## src/design/jsu_pkg.sv

```systemverilog
// shared types, constants and helper functions of the json string unescaper
package jsu_pkg;

  // widths
  localparam int BYTE_W      = 8;
  localparam int CFG_W       = 14;
  localparam int POS_W       = 14;
  localparam int COUNT_W     = 13;
  localparam int CP_W        = 16;
  localparam int NB_W        = 2;

  // defaults for top level parameters
  localparam int MAX_CAPACITY_DEF = 8192;
  localparam int QUEUE_DEPTH_DEF  = 4;

  // reset value of the capacity register
  localparam logic [CFG_W-1:0] CAP_RESET = 14'd8192;

  // characters
  localparam logic [BYTE_W-1:0] CH_BSLASH = 8'h5C;
  localparam logic [BYTE_W-1:0] CH_QUOTE  = 8'h22;
  localparam logic [BYTE_W-1:0] CH_SLASH  = 8'h2F;
  localparam logic [BYTE_W-1:0] CH_N      = 8'h6E;
  localparam logic [BYTE_W-1:0] CH_R      = 8'h72;
  localparam logic [BYTE_W-1:0] CH_T      = 8'h74;
  localparam logic [BYTE_W-1:0] CH_B      = 8'h62;
  localparam logic [BYTE_W-1:0] CH_F      = 8'h66;
  localparam logic [BYTE_W-1:0] CH_U      = 8'h75;
  localparam logic [BYTE_W-1:0] CH_LF     = 8'h0A;
  localparam logic [BYTE_W-1:0] CH_CR     = 8'h0D;
  localparam logic [BYTE_W-1:0] CH_TAB    = 8'h09;
  localparam logic [BYTE_W-1:0] CH_BS     = 8'h08;
  localparam logic [BYTE_W-1:0] CH_FF     = 8'h0C;

  // utf-8 encoding constants
  localparam logic [CP_W-1:0]   UTF_1B_MAX = 16'h007F;
  localparam logic [CP_W-1:0]   UTF_2B_MAX = 16'h07FF;
  localparam logic [BYTE_W-1:0] UTF_LEAD2  = 8'hC0;
  localparam logic [BYTE_W-1:0] UTF_LEAD3  = 8'hE0;
  localparam logic [BYTE_W-1:0] UTF_CONT   = 8'h80;
  localparam logic [5:0]        UTF_MASK6  = 6'h3F;

  // decode phase
  typedef enum logic [2:0] {
    PH_NORMAL = 3'd0,
    PH_ESC    = 3'd1,
    PH_HEX0   = 3'd2,
    PH_HEX1   = 3'd3,
    PH_HEX2   = 3'd4,
    PH_HEX3   = 3'd5
  } phase_t;

  // one run of results caused by one item
  typedef struct packed {
    logic [BYTE_W-1:0] b0;
    logic [BYTE_W-1:0] b1;
    logic [BYTE_W-1:0] b2;
    logic [NB_W-1:0]   nb;
    logic              eos;
    logic              failed;
    logic [POS_W-1:0]  base;
  } run_t;

  // hex digit value, msb set when the byte is a hex digit
  function automatic logic [4:0] hex_value(input logic [BYTE_W-1:0] b);
    logic [4:0] r;
    r = 5'd0;
    if (b >= 8'h30 && b <= 8'h39) begin
      r = {1'b1, 4'(b - 8'h30)};
    end else if (b >= 8'h61 && b <= 8'h66) begin
      r = {1'b1, 4'(b - 8'h57)};
    end else if (b >= 8'h41 && b <= 8'h46) begin
      r = {1'b1, 4'(b - 8'h37)};
    end
    return r;
  endfunction

  // single byte escapes, msb set when the character is one of them
  function automatic logic [BYTE_W:0] esc_simple(input logic [BYTE_W-1:0] b);
    logic [BYTE_W:0] r;
    case (b)
      CH_BSLASH: r = {1'b1, CH_BSLASH};
      CH_QUOTE:  r = {1'b1, CH_QUOTE};
      CH_SLASH:  r = {1'b1, CH_SLASH};
      CH_N:      r = {1'b1, CH_LF};
      CH_R:      r = {1'b1, CH_CR};
      CH_T:      r = {1'b1, CH_TAB};
      CH_B:      r = {1'b1, CH_BS};
      CH_F:      r = {1'b1, CH_FF};
      default:   r = '0;
    endcase
    return r;
  endfunction

endpackage

```

## src/design/jsu_front.sv

```systemverilog
// front end: takes input items, runs the escape decoder, builds result runs
module jsu_front #(
  parameter int MAX_CAPACITY = jsu_pkg::MAX_CAPACITY_DEF
) (
  input  logic                        clk,
  input  logic                        rst_n,
  input  logic                        cfg_we,
  input  logic [jsu_pkg::CFG_W-1:0]   cfg_out_capacity,
  input  logic                        in_valid,
  output logic                        in_ready,
  input  logic [jsu_pkg::BYTE_W-1:0]  in_byte,
  input  logic                        in_last,
  input  logic                        q_full,
  output logic                        q_push,
  output jsu_pkg::run_t               q_run
);
  import jsu_pkg::*;

  localparam int CAP_W = $clog2(MAX_CAPACITY + 1);
  localparam int CMP_W = (CAP_W > CFG_W) ? CAP_W : CFG_W;

  logic [CFG_W-1:0]  cap_r;
  phase_t            phase_r, phase_nxt;
  logic [CP_W-1:0]   cp_r, cp_nxt;
  logic [POS_W-1:0]  pos_r, pos_nxt;
  logic              failed_r, failed_nxt;

  logic              accept;
  logic [CMP_W-1:0]  cfg_ext, max_c, cap_eff;
  logic [CMP_W:0]    pos_ext;
  logic              room1, room2, room4;
  logic [BYTE_W:0]   esc;
  logic [4:0]        hv;
  logic [CP_W-1:0]   cp_full;
  logic              fail_set, fail_end;
  logic [NB_W-1:0]   nb;
  logic [BYTE_W-1:0] b0, b1, b2;

  assign in_ready = !q_full;
  assign accept   = in_valid && in_ready;

  // effective capacity and room checks
  assign cfg_ext = CMP_W'(cap_r);
  assign max_c   = CMP_W'(MAX_CAPACITY);
  assign cap_eff = (cfg_ext > max_c) ? max_c : cfg_ext;
  assign pos_ext = (CMP_W + 1)'(pos_r);
  assign room1   = (pos_ext + (CMP_W + 1)'(1)) < {1'b0, cap_eff};
  assign room2   = (pos_ext + (CMP_W + 1)'(2)) < {1'b0, cap_eff};
  assign room4   = (pos_ext + (CMP_W + 1)'(4)) < {1'b0, cap_eff};

  assign esc     = esc_simple(in_byte);
  assign hv      = hex_value(in_byte);
  assign cp_full = {cp_r[CP_W-5:0], hv[3:0]};

  // decode one byte
  always_comb begin
    phase_nxt = phase_r;
    cp_nxt    = cp_r;
    fail_set  = 1'b0;
    nb        = '0;
    b0        = '0;
    b1        = '0;
    b2        = '0;
    if (!failed_r) begin
      case (phase_r)
        PH_ESC: begin
          phase_nxt = PH_NORMAL;
          if (esc[BYTE_W]) begin
            if (room1) begin
              nb = 2'd1;
              b0 = esc[BYTE_W-1:0];
            end else begin
              fail_set = 1'b1;
            end
          end else if (in_byte == CH_U) begin
            if (room4) begin
              phase_nxt = PH_HEX0;
              cp_nxt    = '0;
            end else begin
              fail_set = 1'b1;
            end
          end else if (room2) begin
            nb = 2'd2;
            b0 = CH_BSLASH;
            b1 = in_byte;
          end else begin
            fail_set = 1'b1;
          end
        end
        PH_HEX0, PH_HEX1, PH_HEX2: begin
          if (!hv[4]) begin
            fail_set = 1'b1;
          end else begin
            cp_nxt    = cp_full;
            phase_nxt = phase_t'(phase_r + 3'd1);
          end
        end
        PH_HEX3: begin
          if (!hv[4]) begin
            fail_set = 1'b1;
          end else begin
            cp_nxt    = cp_full;
            phase_nxt = PH_NORMAL;
            if (cp_full <= UTF_1B_MAX) begin
              nb = 2'd1;
              b0 = cp_full[7:0];
            end else if (cp_full <= UTF_2B_MAX) begin
              nb = 2'd2;
              b0 = UTF_LEAD2 | {3'b000, cp_full[10:6]};
              b1 = UTF_CONT | {2'b00, cp_full[5:0] & UTF_MASK6};
            end else begin
              nb = 2'd3;
              b0 = UTF_LEAD3 | {4'b0000, cp_full[15:12]};
              b1 = UTF_CONT | {2'b00, cp_full[11:6] & UTF_MASK6};
              b2 = UTF_CONT | {2'b00, cp_full[5:0] & UTF_MASK6};
            end
          end
        end
        default: begin
          phase_nxt = PH_NORMAL;
          if (in_byte == CH_BSLASH) begin
            phase_nxt = PH_ESC;
          end else if (room1) begin
            nb = 2'd1;
            b0 = in_byte;
          end else begin
            fail_set = 1'b1;
          end
        end
      endcase
      if (fail_set) begin
        phase_nxt = PH_NORMAL;
      end
    end
  end

  assign failed_nxt = failed_r | fail_set;
  assign fail_end   = failed_nxt | (phase_nxt != PH_NORMAL);
  assign pos_nxt    = pos_r + POS_W'(nb);

  // run record for the queue
  assign q_push       = accept && ((nb != '0) || in_last);
  assign q_run.b0     = b0;
  assign q_run.b1     = b1;
  assign q_run.b2     = b2;
  assign q_run.nb     = nb;
  assign q_run.eos    = in_last;
  assign q_run.failed = in_last && fail_end;
  assign q_run.base   = pos_r;

  // capacity register
  always_ff @(posedge clk) begin
    if (!rst_n) begin
      cap_r <= CAP_RESET;
    end else if (cfg_we) begin
      cap_r <= cfg_out_capacity;
    end
  end

  // string state
  always_ff @(posedge clk) begin
    if (!rst_n) begin
      phase_r  <= PH_NORMAL;
      cp_r     <= '0;
      pos_r    <= '0;
      failed_r <= 1'b0;
    end else if (accept) begin
      if (in_last) begin
        phase_r  <= PH_NORMAL;
        cp_r     <= '0;
        pos_r    <= '0;
        failed_r <= 1'b0;
      end else begin
        phase_r  <= phase_nxt;
        cp_r     <= cp_nxt;
        pos_r    <= pos_nxt;
        failed_r <= failed_nxt;
      end
    end
  end

`ifndef SYNTHESIS
  // string state is cleared after the closing byte
  a_clear_on_last: assert property (@(posedge clk) disable iff (!rst_n)
    (accept && in_last) |=> (pos_r == '0 && !failed_r && phase_r == PH_NORMAL))
    else $error("string state not cleared after last byte");

  // a failed string stops producing bytes
  a_no_bytes_when_failed: assert property (@(posedge clk) disable iff (!rst_n)
    failed_r |-> (nb == '0))
    else $error("bytes produced after failure");
`endif

endmodule

```

## src/design/jsu_queue.sv

```systemverilog
// short queue of result runs between front and back end
module jsu_queue #(
  parameter int DEPTH = jsu_pkg::QUEUE_DEPTH_DEF
) (
  input  logic          clk,
  input  logic          rst_n,
  input  logic          push,
  input  jsu_pkg::run_t wr_run,
  input  logic          pop,
  output jsu_pkg::run_t rd_run,
  output logic          empty,
  output logic          full
);
  import jsu_pkg::*;

  localparam int PTR_W = (DEPTH > 1) ? $clog2(DEPTH) : 1;
  localparam int CNT_W = $clog2(DEPTH + 1);

  run_t             mem_r [DEPTH];
  logic [PTR_W-1:0] wr_ptr_r, rd_ptr_r;
  logic [CNT_W-1:0] count_r;
  logic             push_ok, pop_ok;

  assign empty   = (count_r == '0);
  assign full    = (count_r == CNT_W'(DEPTH));
  assign push_ok = push && !full;
  assign pop_ok  = pop && !empty;
  assign rd_run  = mem_r[rd_ptr_r];

  // storage
  always_ff @(posedge clk) begin
    if (push_ok) begin
      mem_r[wr_ptr_r] <= wr_run;
    end
  end

  // pointers and fill count
  always_ff @(posedge clk) begin
    if (!rst_n) begin
      wr_ptr_r <= '0;
      rd_ptr_r <= '0;
      count_r  <= '0;
    end else begin
      if (push_ok) begin
        wr_ptr_r <= (wr_ptr_r == PTR_W'(DEPTH - 1)) ? '0 : wr_ptr_r + PTR_W'(1);
      end
      if (pop_ok) begin
        rd_ptr_r <= (rd_ptr_r == PTR_W'(DEPTH - 1)) ? '0 : rd_ptr_r + PTR_W'(1);
      end
      if (push_ok && !pop_ok) begin
        count_r <= count_r + CNT_W'(1);
      end else if (pop_ok && !push_ok) begin
        count_r <= count_r - CNT_W'(1);
      end
    end
  end

`ifndef SYNTHESIS
  // fill count stays within depth
  a_count_range: assert property (@(posedge clk) disable iff (!rst_n)
    count_r <= CNT_W'(DEPTH))
    else $error("queue count out of range");

  // a lone push grows the fill count by one
  a_push_count: assert property (@(posedge clk) disable iff (!rst_n)
    (push_ok && !pop_ok) |=> (count_r == $past(count_r) + CNT_W'(1)))
    else $error("queue count did not follow push");
`endif

endmodule

```

## src/design/jsu_back.sv

```systemverilog
// back end: unrolls each run into result items behind an output register
module jsu_back (
  input  logic                         clk,
  input  logic                         rst_n,
  input  logic                         q_empty,
  input  jsu_pkg::run_t                q_run,
  output logic                         q_pop,
  output logic                         out_valid,
  input  logic                         out_ready,
  output logic [jsu_pkg::BYTE_W-1:0]   out_data_byte,
  output logic                         out_has_byte,
  output logic                         out_run_last,
  output logic                         out_end_of_string,
  output logic                         out_failed,
  output logic [jsu_pkg::COUNT_W-1:0]  out_count
);
  import jsu_pkg::*;

  logic [NB_W-1:0]    idx_r, idx_nxt;
  logic               valid_r;
  logic [BYTE_W-1:0]  data_r, data_nxt;
  logic               has_r, has_nxt;
  logic               last_r, last_nxt;
  logic               eos_r, eos_nxt;
  logic               failed_r, failed_nxt;
  logic [COUNT_W-1:0] count_r, count_nxt;
  logic               load;
  logic [POS_W-1:0]   sum;

  assign load  = !valid_r || out_ready;
  assign q_pop = load && !q_empty && last_nxt;

  // result selected by the index within the head run
  always_comb begin
    case (idx_r)
      2'd0:    data_nxt = q_run.b0;
      2'd1:    data_nxt = q_run.b1;
      default: data_nxt = q_run.b2;
    endcase
    has_nxt    = (q_run.nb != '0);
    last_nxt   = !has_nxt || (idx_r == q_run.nb - NB_W'(1));
    eos_nxt    = q_run.eos && last_nxt;
    failed_nxt = q_run.failed && eos_nxt;
    sum        = q_run.base + POS_W'(idx_r) + POS_W'(1);
    count_nxt  = has_nxt ? sum[COUNT_W-1:0] : q_run.base[COUNT_W-1:0];
    idx_nxt    = last_nxt ? '0 : idx_r + NB_W'(1);
  end

  // control: output valid and run index
  always_ff @(posedge clk) begin
    if (!rst_n) begin
      valid_r <= 1'b0;
      idx_r   <= '0;
    end else if (load) begin
      valid_r <= !q_empty;
      if (!q_empty) begin
        idx_r <= idx_nxt;
      end
    end
  end

  // output payload register
  always_ff @(posedge clk) begin
    if (load && !q_empty) begin
      data_r   <= data_nxt;
      has_r    <= has_nxt;
      last_r   <= last_nxt;
      eos_r    <= eos_nxt;
      failed_r <= failed_nxt;
      count_r  <= count_nxt;
    end
  end

  assign out_valid         = valid_r;
  assign out_data_byte     = data_r;
  assign out_has_byte      = has_r;
  assign out_run_last      = last_r;
  assign out_end_of_string = eos_r;
  assign out_failed        = failed_r;
  assign out_count         = count_r;

`ifndef SYNTHESIS
  // the closing item is always the last of its run
  a_eos_run_last: assert property (@(posedge clk) disable iff (!rst_n)
    (valid_r && eos_r) |-> last_r)
    else $error("end of string without run last");

  // an item without a byte only closes a string
  a_empty_is_eos: assert property (@(posedge clk) disable iff (!rst_n)
    (valid_r && !has_r) |-> (eos_r && data_r == '0))
    else $error("byteless item that does not close the string");
`endif

endmodule

```

## src/design/json_string_unescaper_utf8.sv

```systemverilog
// top level: json string unescaper with utf-8 output for \u escapes
// latency: the first result of an item passes through the run queue and then the output register
// throughput: one input item per cycle while the run queue is not full; the output register issues
// one result per cycle while out_ready is high, so an item that yields two or three bytes holds the
// output for one result per byte, and the run queue between decoder and output absorbs such bursts
// reset: synchronous active low; clears decode state, queue and output valid, capacity 8192
module json_string_unescaper_utf8 #(
  parameter int MAX_CAPACITY = jsu_pkg::MAX_CAPACITY_DEF,
  parameter int QUEUE_DEPTH  = jsu_pkg::QUEUE_DEPTH_DEF
) (
  input  logic                         clk,
  input  logic                         rst_n,
  input  logic                         cfg_we,
  input  logic [jsu_pkg::CFG_W-1:0]    cfg_out_capacity,
  input  logic                         in_valid,
  output logic                         in_ready,
  input  logic [jsu_pkg::BYTE_W-1:0]   in_byte,
  input  logic                         in_last,
  output logic                         out_valid,
  input  logic                         out_ready,
  output logic [jsu_pkg::BYTE_W-1:0]   out_data_byte,
  output logic                         out_has_byte,
  output logic                         out_run_last,
  output logic                         out_end_of_string,
  output logic                         out_failed,
  output logic [jsu_pkg::COUNT_W-1:0]  out_count
);
  import jsu_pkg::*;

  logic q_full, q_empty, q_push, q_pop;
  run_t wr_run, rd_run;

  // decoder
  jsu_front #(
    .MAX_CAPACITY(MAX_CAPACITY)
  ) u_front (
    .clk              (clk),
    .rst_n            (rst_n),
    .cfg_we           (cfg_we),
    .cfg_out_capacity (cfg_out_capacity),
    .in_valid         (in_valid),
    .in_ready         (in_ready),
    .in_byte          (in_byte),
    .in_last          (in_last),
    .q_full           (q_full),
    .q_push           (q_push),
    .q_run            (wr_run)
  );

  // run queue
  jsu_queue #(
    .DEPTH(QUEUE_DEPTH)
  ) u_queue (
    .clk    (clk),
    .rst_n  (rst_n),
    .push   (q_push),
    .wr_run (wr_run),
    .pop    (q_pop),
    .rd_run (rd_run),
    .empty  (q_empty),
    .full   (q_full)
  );

  // result issue
  jsu_back u_back (
    .clk               (clk),
    .rst_n             (rst_n),
    .q_empty           (q_empty),
    .q_run             (rd_run),
    .q_pop             (q_pop),
    .out_valid         (out_valid),
    .out_ready         (out_ready),
    .out_data_byte     (out_data_byte),
    .out_has_byte      (out_has_byte),
    .out_run_last      (out_run_last),
    .out_end_of_string (out_end_of_string),
    .out_failed        (out_failed),
    .out_count         (out_count)
  );

endmodule

```

## config.mk

```make
export PLATFORM = sky130hd
export DESIGN_NAME = json_string_unescaper_utf8
export DESIGN_NICKNAME = d
export VERILOG_FILES = /design/src/design/jsu_pkg.sv /design/src/design/jsu_front.sv /design/src/design/jsu_queue.sv /design/src/design/jsu_back.sv /design/src/design/json_string_unescaper_utf8.sv
export SDC_FILE = /design/constraint.sdc
export NUM_CORES = 1
export LEC_CHECK = 0
export BUFFER_PORTS_ARGS = -buffer_cell sky130_fd_sc_hd__buf_2
export CORE_MARGIN = 2
export CORE_UTILIZATION = 40
export CTS_CLUSTER_DIAMETER = 120
export DETAILED_ROUTE_END_ITERATION = 7
export MAX_ROUTING_LAYER = met4
export RECOVER_POWER = 100
export SETUP_SLACK_MARGIN = 0.2
export SYNTH_ARGS = -nofsm -noshare
export SYNTH_HDL_FRONTEND = slang
export SYNTH_SLANG_ARGS = --single-unit
```

## constraint.sdc

```tcl
create_clock -name clk -period 5.48 [get_ports clk]
set_input_delay 0.274 -clock clk [delete_from_list [all_inputs] [get_ports clk]]
set_output_delay 0.274 -clock clk [all_outputs]
set_load 0.05 [all_outputs]
```

==> flow_metrics.tcl, run 1 <==
set metrics [dict create \
    syn_nets 1054 \
    grt_pass1_wl_mm 42.21 \
    ys_seq_area_share_pct 54.98 \
    post-route-drc-count 0 \
    crit_type "register to register" \
    setup.worst_path.start_class "register" \
    viasPerCell 5.351 \
    rsz0062_at_grt "true" \
    clk_path_buf_depth 3 \
    worst-slew-pin-transition_ps 2076 \
    worstPathCellList "ha_1 > and3_4 > nand3_1 > nor2_2 > nand2_1 > xnor2_1 > ha_1 > a21oi_1 > o21ai_0 > a211oi_1 > o211ai_1 > o31a_1 > o21ba_1 > o31a_1 > clkbuf_1 > and2_4 > clkbuf_4" \
    layout.nets 1119 \
    cp.required_ps 5700 \
    p_per_area_nw_per_um2 391.0 \
    cts_tree "done" \
    peakVddDrop_mv 0.3316 \
    hold_class "input pin to register" \
    fmaxAchievable_mhz 199.6 \
    r2r_end "u_queue.mem_r[0][17]$_DFFE_PP_" \
    ant_nets 0 \
    die_h_um 178.2 \
    avgSynthCellArea_um2 12.68 \
    hold_start "cfg_out_capacity[7]" \
    fp-row-count 63 \
    final_cell_area_um2 13710 \
    crit_fanout 27 \
    cp-end-kind "register" \
    areaGrowthSynthToFinish_pct 12.87 \
    io_pins 55 \
    p_leak_nw 5.017 \
    ff2ff_path_depth 17 \
    core_area_um2 29800 \
    finClkSkew_ps 19.08 \
    syn-cell-area_um2 12140 \
    synth_edf_count 185 \
    grtUsageTotal_pct 17.62 \
    cts_root_buf "clkbuf_16" \
    hold_depth 3 \
    antenna_cells 0 \
    die-area_um2 31770 \
    synth_top_cell_area_share_pct 45.74 \
    r2r-start "u_front.pos_r[3]$_SDFFE_PN0P_" \
    setup-violations-final 0 \
    drt_iter0_drc 614 \
    grt-ovfl-total 0 \
    cp_slowest_cell "and2_4" \
    ys_ff_latch 241 \
    h-tree-depth 1 \
    dieWidth_um 178.2 \
    grt_pass1_vias 7517 \
    cpPeakStageDelay_ps 510 \
    yosysTopAreaCell "edfxtp_1" \
    antenna_found_initial 0 \
    slew_headroom_pct -38.39 \
    vias 7668 \
    dr.pass1.iters 5 \
    yosysWarnings 0 \
    syn_inst 958 \
    post-route-min-period_ps 5011 \
    netlist_top_cells_count "edfxtp_1, nand2_1, ha_1" \
    postRouteWirelength_mm 26.49 \
    reg2reg_slack_ps 470 \
    drive_above_1_share_pct 13.81 \
    timing.final.crit_share_pct 91.44 \
    critPathLaunch "u_front.pos_r[3]$_SDFFE_PN0P_" \
    nFillCells 2717 \
    cts_buffers 26 \
    cap_viol_max_count 2 \
    yosys-top-cells-area "edfxtp_1, dfxtp_1, mux4_2" \
    violations "capacitance limit, slew limit" \
    cts.reportedPaths.clkPinSlew_ps 60 \
    drv_slew 70 \
    holdPathEnd "u_front.cap_r[7]$_SDFFE_PN0P_" \
    gp_congestion 0.8990 \
    crit_buf_inv 2 \
    wl_per_cell_um 18.48 \
    hpwl_mm 18.39 \
    cts.sinks 241 \
    hold_violations 0 \
    clk_latency_ps 530 \
    crit_family "compound AO/OA/AOI/OAI gates" \
    yosysMostFrequentCell "edfxtp_1" \
    utilization_pct 46.00 \
    placed_area_um2 12840 \
    io_buffers 54 \
    cp.arrival_ps 5230 \
    tns_ps 0 \
    grt_max_degree 44 \
    synthArstFlopShare_pct 0 \
    status "finished with violations" \
    synth_cell_types 77 \
    synth-main-ff-cell "edfxtp_1" \
    start_util_pct 40.76 \
]
## area by class of cell
cell class / instances / area (µm²) / share of cell area, %
Clock buffer: 37 / 713.2 / 5.203
Multi-Input combinational cell: 639 / 5135 / 37.46
Sequential cell: 241 / 6678 / 48.72
Timing Repair Buffer: 87 / 480.5 / 3.505
Inverter: 28 / 105.1 / 0.7668
Tap cell: 390 / 488.0 / 3.560
Clock inverter: 11 / 107.6 / 0.7850
## where the power goes
part | total, mW | leakage (nW) | internal [mW] | switching (mW)
clock | 1.68 | 0.396 | 0.998 | 0.685
sequential | 2.36 | 2.26 | 2.27 | 0.0969
combinational | 1.31 | 2.36 | 0.423 | 0.889
total | 5.36 | 5.02 | 3.69 | 1.67
## logic make-up after synthesis
group                      share of synthesized area [%]
xor gates and xnor gates                           4.544
muxes                                              9.901
DFF                                                54.98
adders and majority gates                          7.191
buffers and inverters                              2.833
and+or+nand+nor                                    12.86
AOI/OAI and AO/OA                                  7.696
## worst max-delay path by stage
stage,endpoint,slack [ps],depth (start not counted)
4_1_cts,u_queue.count_r[2]$_SDFFE_PN0P_,220,20
6_report,u_queue.mem_r[0][17]$_DFFE_PP_,470,17
3_5_place_dp,u_queue.count_r[2]$_SDFFE_PN0P_,170,19
2_1_floorplan,u_queue.mem_r[3][0]$_DFFE_PP_,550,17
5_1_grt,u_queue.mem_r[0][17]$_DFFE_PP_,20,17
3_3_place_gp,u_queue.count_r[2]$_SDFFE_PN0P_,350,19
## flip-flops by register name, indices dropped and copies added, names as in the netlist, named ones only
register	cells
u_front.cap_r	14
u_back.out_count	13
u_queue.count_r	3
u_back.out_run_last	1
u_front.failed_r	1
u_back.out_end_of_string	1
u_back.out_valid	1
u_queue.wr_ptr_r	2
u_queue.mem_r	160
u_back.out_failed	1
u_back.out_data_byte	8
u_front.phase_r	3
u_front.pos_r	14
u_back.idx_r	2
u_front.cp_r	12
u_queue.rd_ptr_r	2
u_back.out_has_byte	1
## layout by cell type, fill, tap and decap left out, types with 6 or more instances in the layout
cell and instances:
nor2b_1 33, inv_1 26, a22o_1 8, nor2_1 62, mux4_2 40, mux2i_1 29
xnor2_1 33, ha_1 65, nand2b_1 7, a21o_1 8, nand2_1 99, buf_4 12
nand3_1 21, nor3_1 17, xor2_1 30, a221o_1 7, dlygate4sd3_1 10, buf_2 25
o21ai_0 17, clkbuf_16 27, clkbuf_1 47, a21oi_1 38, nor4_1 6, edfxtp_1 185
dfxtp_1 55, and3_1 10
## per-stage QoR
step / setup slack (ps) / std cells / hold slack [ps] / power (mW)
3_5_place_dp: 169.1 / 1373 / 483.2 / 3.749
6_report: 469.0 / 1433 / 20.84 / 5.359
3_3_place_gp: 350.6 / 1373 / 470.3 / 3.732
2_1_floorplan: 546.4 / 958 / 372.9 / 3.398
5_1_grt: 18.94 / 1433 / 18.27 / 5.613
4_1_cts: 224.2 / 1431 / 3.306 / 5.445
## routing by layer
layer  vias up  GRT usage (%)  wire length, µm  share of wire (%)
li1       3699              -                -                  -
met1      3743          26.26            13410                 51
met2       190          26.02            11420                 43
met3        36          1.982             1221                4.6
met4         0          3.862              438                1.7
met5         -              -                0                  0
## what timing repair did
action,CTS,global route
gates resized for setup,1,6
hold buffers,10,0
pin swaps,0,1
setup buffers,0,2
hold endpoints to repair,10,0
setup endpoints to repair,1,145
## tightest hold or removal path, stage by stage
cell and delay (ps):
buf_2 80, mux2i_1 60, nor2b_1 90
(Power assumes the default switching activity.)
==> inputs of run 2 (changes only) <==
Settings changed: BUFFER_PORTS_ARGS -buffer_cell sky130_fd_sc_hd__buf_2 to default, DONT_BUFFER_PORTS from default to 1.
==> flow_metrics.tcl, run 2 (same netlist as run 1, synthesis figures left out) <==
set metrics [dict create \
    finClkSkew_ps 10.02 \
    die_h_um 178.2 \
    ant_nets 0 \
    cap_viol_max_count 1 \
    post-route-drc-count 0 \
    combPwrFrac_pct 16.8 \
    dp_cells 1320 \
    wl_per_cell_um 19.02 \
    setup.worst_path.start_class "register" \
    regMostFlops "u_queue.mem_r" \
    crit_type "register to register" \
    nFillCells 2722 \
    hold_violations 0 \
    mostFrequentLayoutCells "edfxtp_1, nand2_1, ha_1" \
    top_regs "u_queue.mem_r: 160 flops, u_front.cap_r: 14 flops, u_front.pos_r: 14 flops" \
    clk_path_buf_depth 3 \
    tns_ps 0 \
    finalWorstSetupSlack_ps 450.1 \
    post-route-min-period_ps 5030 \
    setup-violations-final 0 \
    placed_area_um2 12610 \
    vias 7587 \
    fp-row-count 63 \
    cts.reportedPaths.clkPinSlew_ps 60 \
    core_area_um2 29800 \
    io_pins 55 \
    p_leak_nw 4.993 \
    grt_max_degree 41 \
    antenna_found_initial 0 \
    cp.required_ps 5650 \
    die-area_um2 31770 \
    drv_slew 31 \
    p_per_area_nw_per_um2 392.7 \
    cp.arrival_ps 5200 \
    peakVddDrop_mv 0.2463 \
    cts_tree "done" \
    postRouteWirelength_mm 26.68 \
    p_int_mw 3.753 \
    grtUsageTotal_pct 17.65 \
    p_seq_share_pct 50.4 \
    hpwl_mm 18.01 \
    fmaxAchievable_mhz 198.8 \
    drt_iter0_drc 590 \
    violations "capacitance limit, slew limit" \
    swShare_pct 30.69 \
    worst-slew-pin-transition_ps 1882 \
    p_sw_mw 1.662 \
    antenna_cells 0 \
    start_util_pct 40.76 \
    dieWidth_um 178.2 \
    grt-ovfl-total 0 \
    gp_congestion 0.9206 \
    timing.final.crit_share_pct 91.79 \
    cts_buffers 27 \
    dr.pass1.iters 5 \
    clk_latency_ps 520 \
    slew_headroom_pct -25.47 \
    drive_above_1_share_pct 12.24 \
    h-tree-depth 1 \
    status "finished with violations" \
    layout.nets 1089 \
    grt_pass1_vias 7530 \
    grt_pass1_wl_mm 42.16 \
    final_cell_area_um2 13790 \
    cp-end-kind "register" \
    hold_class "input pin to register" \
    p_clk_share_pct 32.8 \
    layoutNonFillerInstCount 1403 \
    rsz0062_at_grt "false" \
    cts.sinks 241 \
    cts_root_buf "clkbuf_16" \
    io_buffers 0 \
    viasPerCell 5.408 \
    largest_reg_flops 160 \
    dp_worst_setup_slack_ps 261.8 \
    final_common_cell "edfxtp_1" \
    areaGrowthSynthToFinish_pct 13.56 \
    crit_fanout 26 \
]
-- run 2: routing by layer --
metal,vias to the layer above,GRT usage (%),share of wire (%)
met5,-,-,0
met4,0,3.930,1.9
met3,38,3.026,5.6
met2,194,26.24,43
met1,3722,25.45,49
li1,3633,-,-
-- run 2: worst paths after layout --
kind	from	to	slack (ps)	cells after the start
hold reg to reg	u_front.cp_r[10]$_SDFFE_PN0P_	u_front.cp_r[10]$_SDFFE_PN0P_	490	2
hold / removal	rst_n	u_front.cap_r[11]$_SDFFE_PN0P_	90	2
setup / recovery	u_front.pos_r[2]$_SDFFE_PN0P_	u_queue.mem_r[3][23]$_DFFE_PP_	450	17
setup reg to reg	u_front.pos_r[2]$_SDFFE_PN0P_	u_queue.mem_r[3][23]$_DFFE_PP_	450	17
-- run 2: metrics by stage --
step | hold WS [ps] | power, mW | util, %
after detailed placement | 376.2 | 3.664 | 42.34
after floorplan | 372.9 | 3.398 | -
after global routing | 78.74 | 5.650 | 46.28
final | 93.38 | 5.415 | 46.28
after global placement | 376.0 | 3.655 | 42.34
after CTS | 70.61 | 5.478 | 46.35
-- run 2: area by class of cell --
type                            instances  area (µm²)  area share (%)
Clock inverter                         10       112.6          0.8166
Tap cell                              390       488.0           3.538
Clock buffer                           39       773.2           5.607
Inverter                               28       105.1          0.7621
Timing Repair Buffer                   56       494.2           3.584
Sequential cell                       241        6678           48.42
Multi-Input combinational cell        639        5140           37.27
-- run 2: power by group through the flow --
stage	combinational (mW)	sequential, mW	clock [mW]
2_1_floorplan	0.671	2.73	0
3_3_place_gp	0.890	2.77	0
3_5_place_dp	0.896	2.77	0
4_1_cts	0.927	2.73	1.82
5_1_grt	1.00	2.76	1.89
6_report	0.909	2.73	1.78
-- run 2: critical path, cell delays in order, from the launching register on --
cell	delay, ps
dfxtp_1	330
buf_4	170
ha_1	230
nand3_1	190
nor4_2	440
nand3_1	150
xnor2_1	230
ha_1	290
a21oi_1	150
nand2_1	70
a211o_1	260
a2111o_1	330
nor3_1	250
o21ba_1	200
o31a_1	220
clkbuf_1	170
and2_2	450
clkbuf_4	520
-- run 2: timing repair --
item	CTS	global route
setup endpoints to repair	0	80
buffers inserted	0	4
hold buffers	30	0
endpoints found under the hold margin	44	0
resized for setup	0	7
==> inputs of run 3 (changes only) <==
Settings changed: ABC_AREA from default to 1, CORE_MARGIN 2 to 3.
==> flow_metrics.tcl, run 3 <==
set metrics [dict create \
    status "finished with violations" \
    violations "capacitance limit, slew limit" \
    swShare_pct 38.13 \
    slew_headroom_pct -27.55 \
    cts_resized 0 \
    syn_nets 1476 \
    worst-slew-pin-transition_ps 1904 \
    crit_fanout 40 \
    mostFrequentLayoutCells "nand2_1, nor2_1, edfxtp_1" \
    holdPathEnd "u_front.cp_r[8]$_SDFFE_PN0P_" \
    hold_depth 3 \
    netlist_top_cells_count "nand2_1, nor2_1, edfxtp_1" \
    die-area_um2 33410 \
    r2r_end "u_queue.mem_r[2][17]$_DFFE_PP_" \
    cts_root_buf "clkbuf_16" \
    clk_latency_ps 530 \
    rsz0062_at_grt "false" \
    ys_seq_area_share_pct 53.40 \
    p_seq_share_pct 46.8 \
    grt_pass1_wl_mm 48.20 \
    p_sw_mw 2.299 \
    fp-row-count 64 \
    cts.sinks 241 \
    drive_above_1_share_pct 5.749 \
    peakVddDrop_mv 0.3974 \
    ctsHoldBuffers 17 \
    final_common_cell "nand2_1" \
    hold_start "rst_n" \
    synthArstFlopShare_pct 0 \
    tns_ps 0 \
    antenna_found_initial 0 \
    synth-main-ff-cell "edfxtp_1" \
    r2r-start "u_front.pos_r[1]$_SDFFE_PN0P_" \
    gp_congestion 0.9142 \
    nFillCells 2921 \
    largest_reg_flops 160 \
    fmaxAchievable_mhz 206.1 \
    h-tree-depth 1 \
    reg2reg_slack_ps 630 \
    grt_max_degree 65 \
    areaGrowthSynthToFinish_pct 10.47 \
    combPwrFrac_pct 27.0 \
    setup-violations-final 0 \
    syn-cell-area_um2 12500 \
    cts_buffers 26 \
    cts_tree "done" \
    hold_class "input pin to register" \
    grt-ovfl-total 0 \
    post-route-min-period_ps 4852 \
    synth_edf_count 185 \
    vias 9421 \
    synth_cell_types 56 \
    drv_slew 55 \
    finClkSkew_ps 16.50 \
    setup.worst_path.start_class "register" \
    dr.pass1.iters 5 \
    synth_top_cell_area_share_pct 44.44 \
    crit_type "register to register" \
    cts.reportedPaths.clkPinSlew_ps 60 \
    clk_path_buf_depth 3 \
    cp.arrival_ps 4990 \
    p_per_area_nw_per_um2 436.5 \
    grtUsageTotal_pct 18.31 \
    io_buffers 0 \
    yosysWarnings 0 \
    ff2ff_path_depth 18 \
    p_int_mw 3.729 \
    cp-end-kind "register" \
    yosys-top-cells-area "edfxtp_1, dfxtp_1, nand2_1" \
    viasPerCell 5.217 \
    syn_inst 1380 \
    core_area_um2 30670 \
    regMostFlops "u_queue.mem_r" \
    start_util_pct 40.76 \
    post_cts_buffers 0 \
    layout.nets 1486 \
    hpwl_mm 20.51 \
    ys_ff_latch 241 \
    post-route-drc-count 0 \
    dieWidth_um 182.8 \
    cap_viol_max_count 2 \
    ant_nets 0 \
    die_h_um 182.8 \
    p_leak_nw 5.652 \
    io_pins 55 \
    top_regs "u_queue.mem_r: 160 flops, u_front.cap_r: 14 flops, u_front.pos_r: 14 flops" \
    cp.required_ps 5610 \
    avgSynthCellArea_um2 9.059 \
    yosysMostFrequentCell "nand2_1" \
    p_clk_share_pct 26.2 \
    yosysTopAreaCell "edfxtp_1" \
    utilization_pct 45.03 \
    hold_violations 0 \
    drt_iter0_drc 740 \
    postRouteWirelength_mm 29.85 \
    wl_per_cell_um 16.53 \
    timing.final.crit_share_pct 88.55 \
    grt_pass1_vias 9067 \
]
## run 3: cell types whose count changed after synthesis, sizes merged, moves of 32 or more
cell,before,now
o22ai,2,34
nand3,21,76
o21ai,17,113
nor2b,33,0
mux4,40,0
inv,28,146
nor2,64,223
nand2,100,270
## run 3: per-stage QoR
| stage | hold WS, ps | setup slack [ps] | cells | power (mW) | cell area (µm²) |
|---|---|---|---|---|---|
| after floorplan | 372.9 | 564.9 | 1380 | 4.010 | 12500 |
| after global placement | 375.7 | 1073 | 1741 | 4.464 | 12940 |
| after detailed placement | 375.7 | 923.8 | 1741 | 4.493 | 12940 |
| after CTS | 19.66 | 912.1 | 1805 | 6.099 | 13880 |
| after global routing | 39.93 | 174.6 | 1805 | 6.404 | 13810 |
| final | 46.37 | 627.5 | 1806 | 6.028 | 13810 |
## run 3: worst max-delay path by stage
stage / start / endpoint / slack (ps) / cells after the start
6_report: u_front.pos_r[1]$_SDFFE_PN0P_ / u_queue.mem_r[2][17]$_DFFE_PP_ / 630 / 18
5_1_grt: u_front.pos_r[1]$_SDFFE_PN0P_ / u_queue.count_r[2]$_SDFFE_PN0P_ / 170 / 25
4_1_cts: u_front.pos_r[2]$_SDFFE_PN0P_ / u_queue.count_r[2]$_SDFFE_PN0P_ / 910 / 28
2_1_floorplan: u_front.cap_r[6]$_SDFFE_PN0P_ / u_queue.mem_r[3][0]$_DFFE_PP_ / 560 / 18
3_5_place_dp: u_front.pos_r[3]$_SDFFE_PN0P_ / u_queue.count_r[2]$_SDFFE_PN0P_ / 920 / 28
3_3_place_gp: u_front.pos_r[2]$_SDFFE_PN0P_ / u_queue.count_r[2]$_SDFFE_PN0P_ / 1070 / 27
## run 3: cells by family (layout without fill, tap and decap cells)
group	count (synthesis)	in the layout	synth area share [%]
AND/OR/NAND/NOR	595	595	19.76
multiplexers	1	1	0.08007
AO/OA/AOI/OAI	246	246	11.18
flip-flops	241	241	53.40
other	0	1	0
XOR/XNOR	33	33	2.312
adder cells (fa/ha/maj)	68	68	6.986
buffers and inverters	196	225	6.285
## run 3: layer usage
| layer | wire length (µm) | track usage (%) |
|---|---|---|
| met1 | 14280 | 25.74 |
| met2 | 13310 | 28.36 |
| met3 | 1638 | 2.737 |
| met4 | 622 | 4.173 |
| met5 | 0 | - |
## run 3: power groups by stage
stage | Sequential, mW | Combinational [mW] | Clock, mW
after detailed placement | 2.86 | 1.63 | 0
after global routing | 2.85 | 1.86 | 1.70
after global placement | 2.85 | 1.61 | 0
final | 2.82 | 1.63 | 1.58
after floorplan | 2.81 | 1.20 | 0
after CTS | 2.82 | 1.66 | 1.62
## run 3: critical path, stage by stage, from the launching register on
cell      delay (ps)
dfxtp_1          370
clkbuf_1         630
ha_1             500
nand2_1          100
nor2_1           160
xor2_1           170
ha_1             260
nand2_1           70
inv_1             40
nor3_1           160
nand2_1          100
nand2_1          150
nand3_1          100
nand2_1          200
nand2_1          110
nand3_1          170
nand2_2          190
nor2_4           110
buf_2            870
## run 3: cell type report
| class | count | area, µm² | area share, % |
|---|---|---|---|
| Sequential cell | 241 | 6676 | 48.34 |
| Antenna cell | 1 | 2.502 | 0.01812 |
| Multi-Input combinational cell | 943 | 5042 | 36.51 |
| Clock inverter | 12 | 80.08 | 0.5798 |
| Clock buffer | 35 | 684.4 | 4.956 |
| Inverter | 147 | 551.8 | 3.995 |
| Timing Repair Buffer | 31 | 277.8 | 2.011 |
| Tap cell | 396 | 495.5 | 3.588 |
